===== src/design/tsaf_pkg.sv =====
// ----------------------------------------------------------------------------
// tsaf_pkg: shared types for the adaptation field parser
// Parser phase codes and the payload records of the request and response
// channels.
// ----------------------------------------------------------------------------
package tsaf_pkg;

   // Parser phase. The order of the codes matters: the walk through the
   // optional fields compares phases by their position.
   typedef enum logic [3:0] {
      PH_IDLE      = 4'd0,
      PH_FLAGS     = 4'd1,
      PH_PCR       = 4'd2,
      PH_OPCR      = 4'd3,
      PH_SPLICE    = 4'd4,
      PH_PRIV_LEN  = 4'd5,
      PH_PRIV_DATA = 4'd6,
      PH_EXT_LEN   = 4'd7,
      PH_STUFF     = 4'd8,
      PH_EXT_FLAGS = 4'd9,
      PH_LTW       = 4'd10,
      PH_PR        = 4'd11,
      PH_SS        = 4'd12,
      PH_EXT_RES   = 4'd13
   } phase_type;

   // Byte counts of the multi-byte sub-fields.
   localparam logic [2:0] PCR_BYTES  = 3'd6;
   localparam logic [2:0] LTW_BYTES  = 3'd2;
   localparam logic [2:0] PR_BYTES   = 3'd3;
   localparam logic [2:0] SS_BYTES   = 3'd5;

   // Flag byte bit positions.
   localparam int FLAG_PCR     = 4;
   localparam int FLAG_OPCR    = 3;
   localparam int FLAG_SPLICE  = 2;
   localparam int FLAG_PRIVATE = 1;
   localparam int FLAG_EXT     = 0;

   // Extension flag bit positions.
   localparam int EXT_LTW = 2;
   localparam int EXT_PR  = 1;
   localparam int EXT_SS  = 0;

   typedef struct packed {
      logic [7:0] data_byte;
      logic       field_start;
   } req_payload_type;

   typedef struct packed {
      logic [7:0]  flag_byte;
      logic [2:0]  ext_flags;
      logic [32:0] pcr_base;
      logic [8:0]  pcr_ext;
      logic [32:0] opcr_base;
      logic [8:0]  opcr_ext;
      logic [7:0]  splice_count;
      logic [14:0] legal_window_ofs;
      logic [21:0] pw_rate;
      logic [32:0] next_au_dts;
      logic [7:0]  stuffing_count;
      logic        status;
   } rsp_payload_type;

endpackage


===== src/design/tsaf_channels.sv =====
// ----------------------------------------------------------------------------
// tsaf channels: valid/ready interfaces of the adaptation field parser
// One interface for the byte stream in, one for the decoded results out.
// A beat moves at a rising clock edge with valid and ready both high.
// ----------------------------------------------------------------------------
interface tsaf_req_if
   import tsaf_pkg::*;
();
   logic            valid;
   logic            ready;
   req_payload_type payload;

   modport source (output valid, output payload, input ready);
   modport sink   (input valid, input payload, output ready);
endinterface

interface tsaf_rsp_if
   import tsaf_pkg::*;
();
   logic            valid;
   logic            ready;
   rsp_payload_type payload;

   modport source (output valid, output payload, input ready);
   modport sink   (input valid, input payload, output ready);
endinterface


===== src/design/ts_adaptation_field_parser_top.sv =====
// ----------------------------------------------------------------------------
// ts_adaptation_field_parser_top: MPEG-2 TS adaptation field parser
// The block takes one adaptation field byte per beat, at up to one beat per
// clock, and returns one decoded result beat after the last byte of each
// field (at once for a zero length field). Each byte is decoded by the
// parser state in the same cycle it is taken; the result appears on the
// response channel in the cycle after the field's last byte is accepted. The
// response is held in a single output register, and the request side keeps
// taking bytes while that register is empty or being drained, so a stalled
// response stops the byte stream only while an unread result waits.
// ----------------------------------------------------------------------------
module ts_adaptation_field_parser_top
   import tsaf_pkg::*;
(
   input  logic        clock,
   input  logic        reset,
   tsaf_req_if.sink    req_chan,
   tsaf_rsp_if.source  rsp_chan
);

   // Parser state.
   phase_type       phase_ff, phase_in;
   logic [7:0]      field_left_ff, field_left_in;
   logic [7:0]      ext_left_ff, ext_left_in;
   logic [2:0]      sub_idx_ff, sub_idx_in;
   logic [7:0]      priv_left_ff, priv_left_in;
   logic [47:0]     acc_ff, acc_in;
   rsp_payload_type held_ff, held_in;

   // Output register.
   logic            rsp_valid_ff, rsp_valid_in;
   rsp_payload_type rsp_data_ff;

   logic            req_accept;
   logic            emit;
   logic            do_outer, do_ext;
   phase_type       outer_stage, ext_stage, nxt;
   logic [7:0]      b;

   // Next optional field after the flag byte, starting the search at stage.
   function automatic phase_type outer_next(input phase_type stage,
                                            input logic [7:0] flags);
      phase_type r;
      r = PH_STUFF;
      if (stage <= PH_PCR && flags[FLAG_PCR])               r = PH_PCR;
      else if (stage <= PH_OPCR && flags[FLAG_OPCR])        r = PH_OPCR;
      else if (stage <= PH_SPLICE && flags[FLAG_SPLICE])    r = PH_SPLICE;
      else if (stage <= PH_PRIV_LEN && flags[FLAG_PRIVATE]) r = PH_PRIV_LEN;
      else if (stage <= PH_EXT_LEN && flags[FLAG_EXT])      r = PH_EXT_LEN;
      return r;
   endfunction

   // Next extension sub-field; idle means none is left.
   function automatic phase_type ext_next(input phase_type stage,
                                          input logic [2:0] flags);
      phase_type r;
      r = PH_IDLE;
      if (stage <= PH_LTW && flags[EXT_LTW])     r = PH_LTW;
      else if (stage <= PH_PR && flags[EXT_PR])  r = PH_PR;
      else if (stage <= PH_SS && flags[EXT_SS])  r = PH_SS;
      return r;
   endfunction

   // Handshake: take a byte while the output register is free or draining.
   assign req_accept     = req_chan.valid && req_chan.ready;
   assign req_chan.ready = !reset && (!rsp_valid_ff || rsp_chan.ready);
   assign b              = req_chan.payload.data_byte;

   // Decode of one byte against the current parser state.
   always_comb begin
      phase_in      = phase_ff;
      field_left_in = field_left_ff;
      ext_left_in   = ext_left_ff;
      sub_idx_in    = sub_idx_ff;
      priv_left_in  = priv_left_ff;
      acc_in        = acc_ff;
      held_in       = held_ff;
      emit          = 1'b0;
      do_outer      = 1'b0;
      do_ext        = 1'b0;
      outer_stage   = PH_IDLE;
      ext_stage     = PH_IDLE;
      nxt           = PH_IDLE;
      if (req_accept) begin
         if (req_chan.payload.field_start) begin
            // Length byte: restart with a cleared record.
            phase_in      = PH_IDLE;
            field_left_in = '0;
            ext_left_in   = '0;
            sub_idx_in    = '0;
            priv_left_in  = '0;
            acc_in        = '0;
            held_in       = '0;
            if (b == 8'd0) begin
               emit = 1'b1;
            end else begin
               field_left_in = b;
               phase_in      = PH_FLAGS;
            end
         end else if (phase_ff == PH_IDLE || field_left_ff == 8'd0) begin
            phase_in = PH_IDLE;
         end else begin
            field_left_in = field_left_ff - 8'd1;
            if (phase_ff >= PH_EXT_FLAGS && ext_left_ff != 8'd0) begin
               ext_left_in = ext_left_ff - 8'd1;
            end
            case (phase_ff)
               PH_FLAGS: begin
                  held_in.flag_byte = b;
                  do_outer    = 1'b1;
                  outer_stage = PH_PCR;
               end
               PH_PCR, PH_OPCR: begin
                  acc_in     = {acc_ff[39:0], b};
                  sub_idx_in = sub_idx_ff + 3'd1;
                  if (sub_idx_in >= PCR_BYTES) begin
                     if (phase_ff == PH_PCR) begin
                        held_in.pcr_base = acc_in[47:15];
                        held_in.pcr_ext  = acc_in[8:0];
                        outer_stage      = PH_OPCR;
                     end else begin
                        held_in.opcr_base = acc_in[47:15];
                        held_in.opcr_ext  = acc_in[8:0];
                        outer_stage       = PH_SPLICE;
                     end
                     do_outer = 1'b1;
                  end
               end
               PH_SPLICE: begin
                  held_in.splice_count = b;
                  do_outer    = 1'b1;
                  outer_stage = PH_PRIV_LEN;
               end
               PH_PRIV_LEN: begin
                  priv_left_in = b;
                  if (b == 8'd0) begin
                     do_outer    = 1'b1;
                     outer_stage = PH_EXT_LEN;
                  end else begin
                     phase_in = PH_PRIV_DATA;
                  end
               end
               PH_PRIV_DATA: begin
                  if (priv_left_ff != 8'd0) begin
                     priv_left_in = priv_left_ff - 8'd1;
                  end
                  if (priv_left_in == 8'd0) begin
                     do_outer    = 1'b1;
                     outer_stage = PH_EXT_LEN;
                  end
               end
               PH_EXT_LEN: begin
                  ext_left_in = b;
                  if (b == 8'd0) begin
                     do_outer    = 1'b1;
                     outer_stage = PH_STUFF;
                  end else begin
                     phase_in = PH_EXT_FLAGS;
                  end
               end
               PH_EXT_FLAGS: begin
                  held_in.ext_flags = b[7:5];
                  do_ext    = 1'b1;
                  ext_stage = PH_LTW;
               end
               PH_LTW: begin
                  acc_in     = {acc_ff[39:0], b};
                  sub_idx_in = sub_idx_ff + 3'd1;
                  if (sub_idx_in >= LTW_BYTES) begin
                     held_in.legal_window_ofs = acc_in[14:0];
                     do_ext    = 1'b1;
                     ext_stage = PH_PR;
                  end else if (ext_left_in == 8'd0) begin
                     held_in.status = 1'b1;
                     do_outer    = 1'b1;
                     outer_stage = PH_STUFF;
                  end
               end
               PH_PR: begin
                  acc_in     = {acc_ff[39:0], b};
                  sub_idx_in = sub_idx_ff + 3'd1;
                  if (sub_idx_in >= PR_BYTES) begin
                     held_in.pw_rate = acc_in[21:0];
                     do_ext    = 1'b1;
                     ext_stage = PH_SS;
                  end else if (ext_left_in == 8'd0) begin
                     held_in.status = 1'b1;
                     do_outer    = 1'b1;
                     outer_stage = PH_STUFF;
                  end
               end
               PH_SS: begin
                  acc_in     = {acc_ff[39:0], b};
                  sub_idx_in = sub_idx_ff + 3'd1;
                  if (sub_idx_in >= SS_BYTES) begin
                     // DTS parts sit between marker bits.
                     held_in.next_au_dts = {acc_in[35:33], acc_in[31:17], acc_in[15:1]};
                     do_ext    = 1'b1;
                     ext_stage = PH_EXT_RES;
                  end else if (ext_left_in == 8'd0) begin
                     held_in.status = 1'b1;
                     do_outer    = 1'b1;
                     outer_stage = PH_STUFF;
                  end
               end
               PH_EXT_RES: begin
                  if (ext_left_in == 8'd0) begin
                     do_outer    = 1'b1;
                     outer_stage = PH_STUFF;
                  end
               end
               default: begin
               end
            endcase

            // Step to the next extension sub-field, or leave the extension.
            if (do_ext) begin
               nxt = ext_next(ext_stage, held_in.ext_flags);
               if (nxt != PH_IDLE) begin
                  if (ext_left_in == 8'd0) begin
                     held_in.status = 1'b1;
                     do_outer    = 1'b1;
                     outer_stage = PH_STUFF;
                  end else begin
                     phase_in   = nxt;
                     sub_idx_in = '0;
                     acc_in     = '0;
                  end
               end else if (ext_left_in != 8'd0) begin
                  phase_in = PH_EXT_RES;
               end else begin
                  do_outer    = 1'b1;
                  outer_stage = PH_STUFF;
               end
            end

            // Step to the next optional field, or into the stuffing.
            if (do_outer) begin
               phase_in = outer_next(outer_stage, held_in.flag_byte);
               if (phase_in == PH_STUFF) begin
                  held_in.stuffing_count = field_left_in;
               end else begin
                  sub_idx_in = '0;
                  acc_in     = '0;
               end
            end

            // Last byte of the field: anything unfinished is an overrun.
            if (field_left_in == 8'd0) begin
               if (phase_in != PH_STUFF) begin
                  held_in.status = 1'b1;
               end
               emit     = 1'b1;
               phase_in = PH_IDLE;
            end
         end
      end
   end

   // Output register valid: set by a new result, cleared when taken.
   always_comb begin
      rsp_valid_in = rsp_valid_ff;
      if (rsp_chan.ready) begin
         rsp_valid_in = 1'b0;
      end
      if (emit) begin
         rsp_valid_in = 1'b1;
      end
   end

   // Parser state registers.
   always_ff @(posedge clock) begin
      if (reset) begin
         phase_ff      <= PH_IDLE;
         field_left_ff <= '0;
         ext_left_ff   <= '0;
         sub_idx_ff    <= '0;
         priv_left_ff  <= '0;
         acc_ff        <= '0;
         held_ff       <= '0;
         rsp_valid_ff  <= 1'b0;
      end else begin
         phase_ff      <= phase_in;
         field_left_ff <= field_left_in;
         ext_left_ff   <= ext_left_in;
         sub_idx_ff    <= sub_idx_in;
         priv_left_ff  <= priv_left_in;
         acc_ff        <= acc_in;
         held_ff       <= held_in;
         rsp_valid_ff  <= rsp_valid_in;
      end
   end

   // Result payload register.
   always_ff @(posedge clock) begin
      if (emit) begin
         rsp_data_ff <= held_in;
      end
   end

   assign rsp_chan.valid   = rsp_valid_ff;
   assign rsp_chan.payload = rsp_data_ff;

endmodule


===== src/flat_wrapper.sv =====
// flat-port wrapper written by rule: the top's interface ports become plain ports
module ts_adaptation_field_parser_top_flat import tsaf_pkg::*;
  (clock, reset, req_chan_valid, req_chan_payload, req_chan_ready, rsp_chan_valid, rsp_chan_payload, rsp_chan_ready);
  tsaf_req_if req_chan_i ();
  tsaf_rsp_if rsp_chan_i ();
  input  logic clock;
  input  logic reset;
  input wire logic [$bits(req_chan_i.valid)-1:0] req_chan_valid;
  input wire logic [$bits(req_chan_i.payload)-1:0] req_chan_payload;
  output wire logic [$bits(req_chan_i.ready)-1:0] req_chan_ready;
  output wire logic [$bits(rsp_chan_i.valid)-1:0] rsp_chan_valid;
  output wire logic [$bits(rsp_chan_i.payload)-1:0] rsp_chan_payload;
  input wire logic [$bits(rsp_chan_i.ready)-1:0] rsp_chan_ready;
  assign req_chan_i.valid = req_chan_valid;
  assign req_chan_i.payload = req_chan_payload;
  assign req_chan_ready = req_chan_i.ready;
  assign rsp_chan_valid = rsp_chan_i.valid;
  assign rsp_chan_payload = rsp_chan_i.payload;
  assign rsp_chan_i.ready = rsp_chan_ready;
  ts_adaptation_field_parser_top u_core (.clock(clock), .reset(reset), .req_chan(req_chan_i), .rsp_chan(rsp_chan_i));
endmodule

===== config.mk =====
export PLATFORM = sky130hd
export DESIGN_NAME = ts_adaptation_field_parser_top_flat
export DESIGN_NICKNAME = d
export VERILOG_FILES = /design/src/design/tsaf_pkg.sv /design/src/design/tsaf_channels.sv /design/src/design/ts_adaptation_field_parser_top.sv /design/src/flat_wrapper.sv
export SDC_FILE = /design/constraint.sdc
export NUM_CORES = 1
export LEC_CHECK = 0
export ABC_AREA = 1
export BUFFER_PORTS_ARGS = -buffer_cell sky130_fd_sc_hd__buf_2
export CORE_AREA = 2 2 173 175
export CTS_CLUSTER_DIAMETER = 120
export DETAILED_ROUTE_END_ITERATION = 6
export DIE_AREA = 0 0 175 177
export GPL_TIMING_DRIVEN = 0
export PLACE_DENSITY = 0.84
export SYNTH_ARGS = -nofsm -noshare
export SYNTH_HDL_FRONTEND = slang
export SYNTH_SLANG_ARGS = --single-unit

===== constraint.sdc =====
create_clock -name clock -period 38 [get_ports clock]
set_input_delay 7.6 -clock clock [delete_from_list [all_inputs] [get_ports clock]]
set_output_delay 7.6 -clock clock [all_outputs]
set_load 0.02 [all_outputs]

==> qor.txt <==
final wirelength: 48.1 mm
vias per cell: 5.50
IO Port Bufs: 194
Critical Path Slowest Stage Cell: buf_2
RSZ-0062 raised after global routing: no
Reg clk slew, reported paths: 60 ps
largest family of logic cells by synthesized area: simple AND/OR/NAND/NOR gates
flop-to-flop setup slack: 34050 ps
drt drc: 0
Hold WC Path Type: flip-flop to flip-flop
simple-gate share of the synthesized area: 14.9%
fin crit share: 41.4%
complex-gate fraction of the synthesized area: 13.7%
Multi-input gate area: 5400 um2
hold_sp: u_core.priv_left_ff[2]
CTS Sinks: 436
Ports: 197
Crit Path Class: primary input to output pin
LEAKAGE: 0.00783 uW
CTS max path bufs: 3
WHS Endpoint: u_core.priv_left_ff[2]
max incr delay on CP: 190 ps
reg2reg path depth: 12
critical path endpoint category: output pin
core area: 29200 um2
post-synthesis mux area share: 0%
Maximum Capacitance Violations: 0
# Post-CTS Setup Buffers: 0
Initial Util: 61.9%
Post-Syn Area: 18100 um2
Netlist cell types: 39
Synth Register Bits: 436
first drt pass iteration count: 6
Mapped Nets: 2001
Final Hold Viols: 0
RR Endpoint: u_core.rsp_chan.payload[28]
clk_lat worst skew: 560 ps
yosys warns: 0
detailed-route via count: 14600
Die Wd: 175 um
grt ovf: 0
CTS Buf Count: 42
Max H-tree Level: 2
cts hold-fix bufs: 0
CP Launch Type: primary input
gp weighted congestion: 0.919
Rows: 63
Tmin final: 15730 ps
Slew @ Worst Pin: 1090 ps
Setup Viol. Count Final: 0
Final HPWL DP: 32.9 mm
Post-synth top flop: dfxtp_1
CTS tree: done
Async SR Flop Fraction: 0%
first-pass GRT wire length: 73.9 mm
post-synthesis sequential area ratio: 58.2%
Die ar.: 31000 um2
Synth Instances: 1979
Max VDD drop: 0.0000303 V
arrival time at the worst endpoint: 8130 ps
vias in the first global route: 14000
Setup WS post-layout: 22270 ps
initial antenna violation count: 0
Clock Skews: 12.8 ps
CTS resizes: 0
Synth Area in Adders: 0.622%
Slew Limit Fails: 0
Hold Path Cell Cnt: 2
drt wl/cell: 18.2 um
CP required: 30400 ps
Total Neg Setup Slack: 0 ps
worst-path cell chain: buf_2 > inv_1 > nand2_1 > inv_1 > nor2_1 > buf_2
share of cells above drive strength 1: 16.8%
# diodes: 0
clk root buf: clkbuf_16
Power per Cell Area: 45.2 nW/um2
pre-CTS setup slack: 22270 ps
Fill cells: 2078
gr usage total: 30.7%
Nets: 2246
RR Startpoint: u_core.field_left_ff[0]
CP max FO: 3
Synth Area in XOR/XNOR: 0.532%
largest net degree at the start of global routing: 35
Max-slew headroom: 27.3%
run status: complete, no violations
Reg area: 10600 um2
DRT iter0 DRCs: 1415
Vert. Die Dim: 177 um
f_max: 0.0636 GHz
average cell area after synthesis: 9.15 um2
Post-synth EDFFs: 182
P&R area growth vs syn: 16.6%
post-route antenna net violation count: 0
[layout by cell type, fill, tap and decap left out, types with 3 or more instances in the layout]
cell,synthesis,final
inv_1,409,409
nand2_1,288,288
dfxtp_1,254,254
nor2_1,227,227
buf_2,2,196
edfxtp_1,182,182
o22ai_1,163,163
a21oi_1,82,81
clkbuf_1,59,68
nand3_1,52,52
o21ai_0,44,44
clkbuf_16,0,42
o211ai_2,39,39
and2_1,29,29
clkbuf_8,18,23
o211ai_1,20,20
a21oi_2,15,15
nand4_1,10,10
clkinv_2,0,10
clkinv_1,6,9
ha_1,9,9
xor2_1,8,8
buf_6,8,8
nor2_2,8,8
inv_2,6,6
nand2_2,5,5
a211oi_1,5,5
nor3_1,4,4
nor4_1,4,4
nand3_2,4,4
buf_12,0,4
xnor2_1,3,3
nand2_4,3,3
clkinvlp_4,0,3
buf_16,0,3
[cell usage after synthesis (9+ instances only)]
cell type / n / area (um2)
nor2_1: 227 / 852
clkbuf_8: 18 / 248
o21ai_0: 44 / 220
dfxtp_1: 254 / 5080
clkbuf_1: 59 / 221
nand2_1: 288 / 1080
a21oi_2: 15 / 131
o22ai_1: 163 / 1020
and2_1: 29 / 181
ha_1: 9 / 113
o211ai_1: 20 / 150
nand3_1: 52 / 260
inv_1: 409 / 1540
edfxtp_1: 182 / 5470
o211ai_2: 39 / 488
nand4_1: 10 / 62.6
a21oi_1: 82 / 410
[critical path: cells and delay by family]
family        cells  cell delay, ps
buf+inv           4             330
simple gates      2             180
[how the worst max path moves through the flow]
stage / from / to / depth (start not counted)
final: rsp_chan_ready / req_chan_ready / 6
after global routing: rsp_chan_ready / req_chan_ready / 6
after CTS: rsp_chan_ready / req_chan_ready / 6
after detailed placement: rsp_chan_ready / req_chan_ready / 6
after global placement: rsp_chan_ready / u_core.rsp_chan.payload[103] / 10
after floorplan: reset / u_core.rsp_chan.payload[0] / 7
[registers in the layout, summed over array words and instances (netlist names)]
signal	count
u_core.acc_ff	40
u_core.ext_left_ff	8
u_core.field_left_ff	8
u_core.held_ff	182
u_core.phase_ff	4
u_core.priv_left_ff	8
u_core.rsp_chan.payload	182
u_core.rsp_chan.valid	1
u_core.sub_idx_ff	3
[power breakdown]
part / internal (uW) / leakage (uW) / total, uW / switching (uW)
sequential: 489 / 0.00373 / 491 / 1.99
combinational: 13.0 / 0.00343 / 49.2 / 36.2
clock: 231 / 0.000667 / 414 / 183
[cells by family after synthesis]
kind of cell / after synthesis
simple gates: 640
buf+inv: 512
flops: 436
compound gates: 371
xor+xnor: 11
fa+ha+maj: 9
[metrics by stage]
step / power, uW / instance area (um2) / hold slack [ps] / utilization (%) / instances
floorplan: 533 / 18100 / 455 / - / 1979
global placement: 549 / 19600 / 469 / 66.9 / 2563
detailed placement: 549 / 19700 / 474 / 67.5 / 2570
CTS: 954 / 21100 / 484 / 72.2 / 2648
global route: 977 / 21100 / 502 / 72.2 / 2648
finish: 954 / 21100 / 481 / 72.2 / 2648
[metal layers]
| metal | up-vias | global-route usage, % | wire length (um) |
|---|---|---|---|
| li1 | 6885 | - | - |
| met1 | 6896 | 40.0 | 19600 |
| met2 | 642 | 51.0 | 22800 |
| met3 | 147 | 5.03 | 3690 |
| met4 | 0 | 13.2 | 1940 |
| met5 | - | 0 | 0 |
[layout make-up]
cell class	instances	area share [%]
buffer	91	2.82
clock buffer	56	5.46
clock inverter	22	1.00
inverter	421	7.49
multi-input combinational	1031	25.6
sequential	436	50.0
tap	390	2.31
timing repair buffer	201	5.37
No activity file was read; power rests on OpenSTA's default activity.
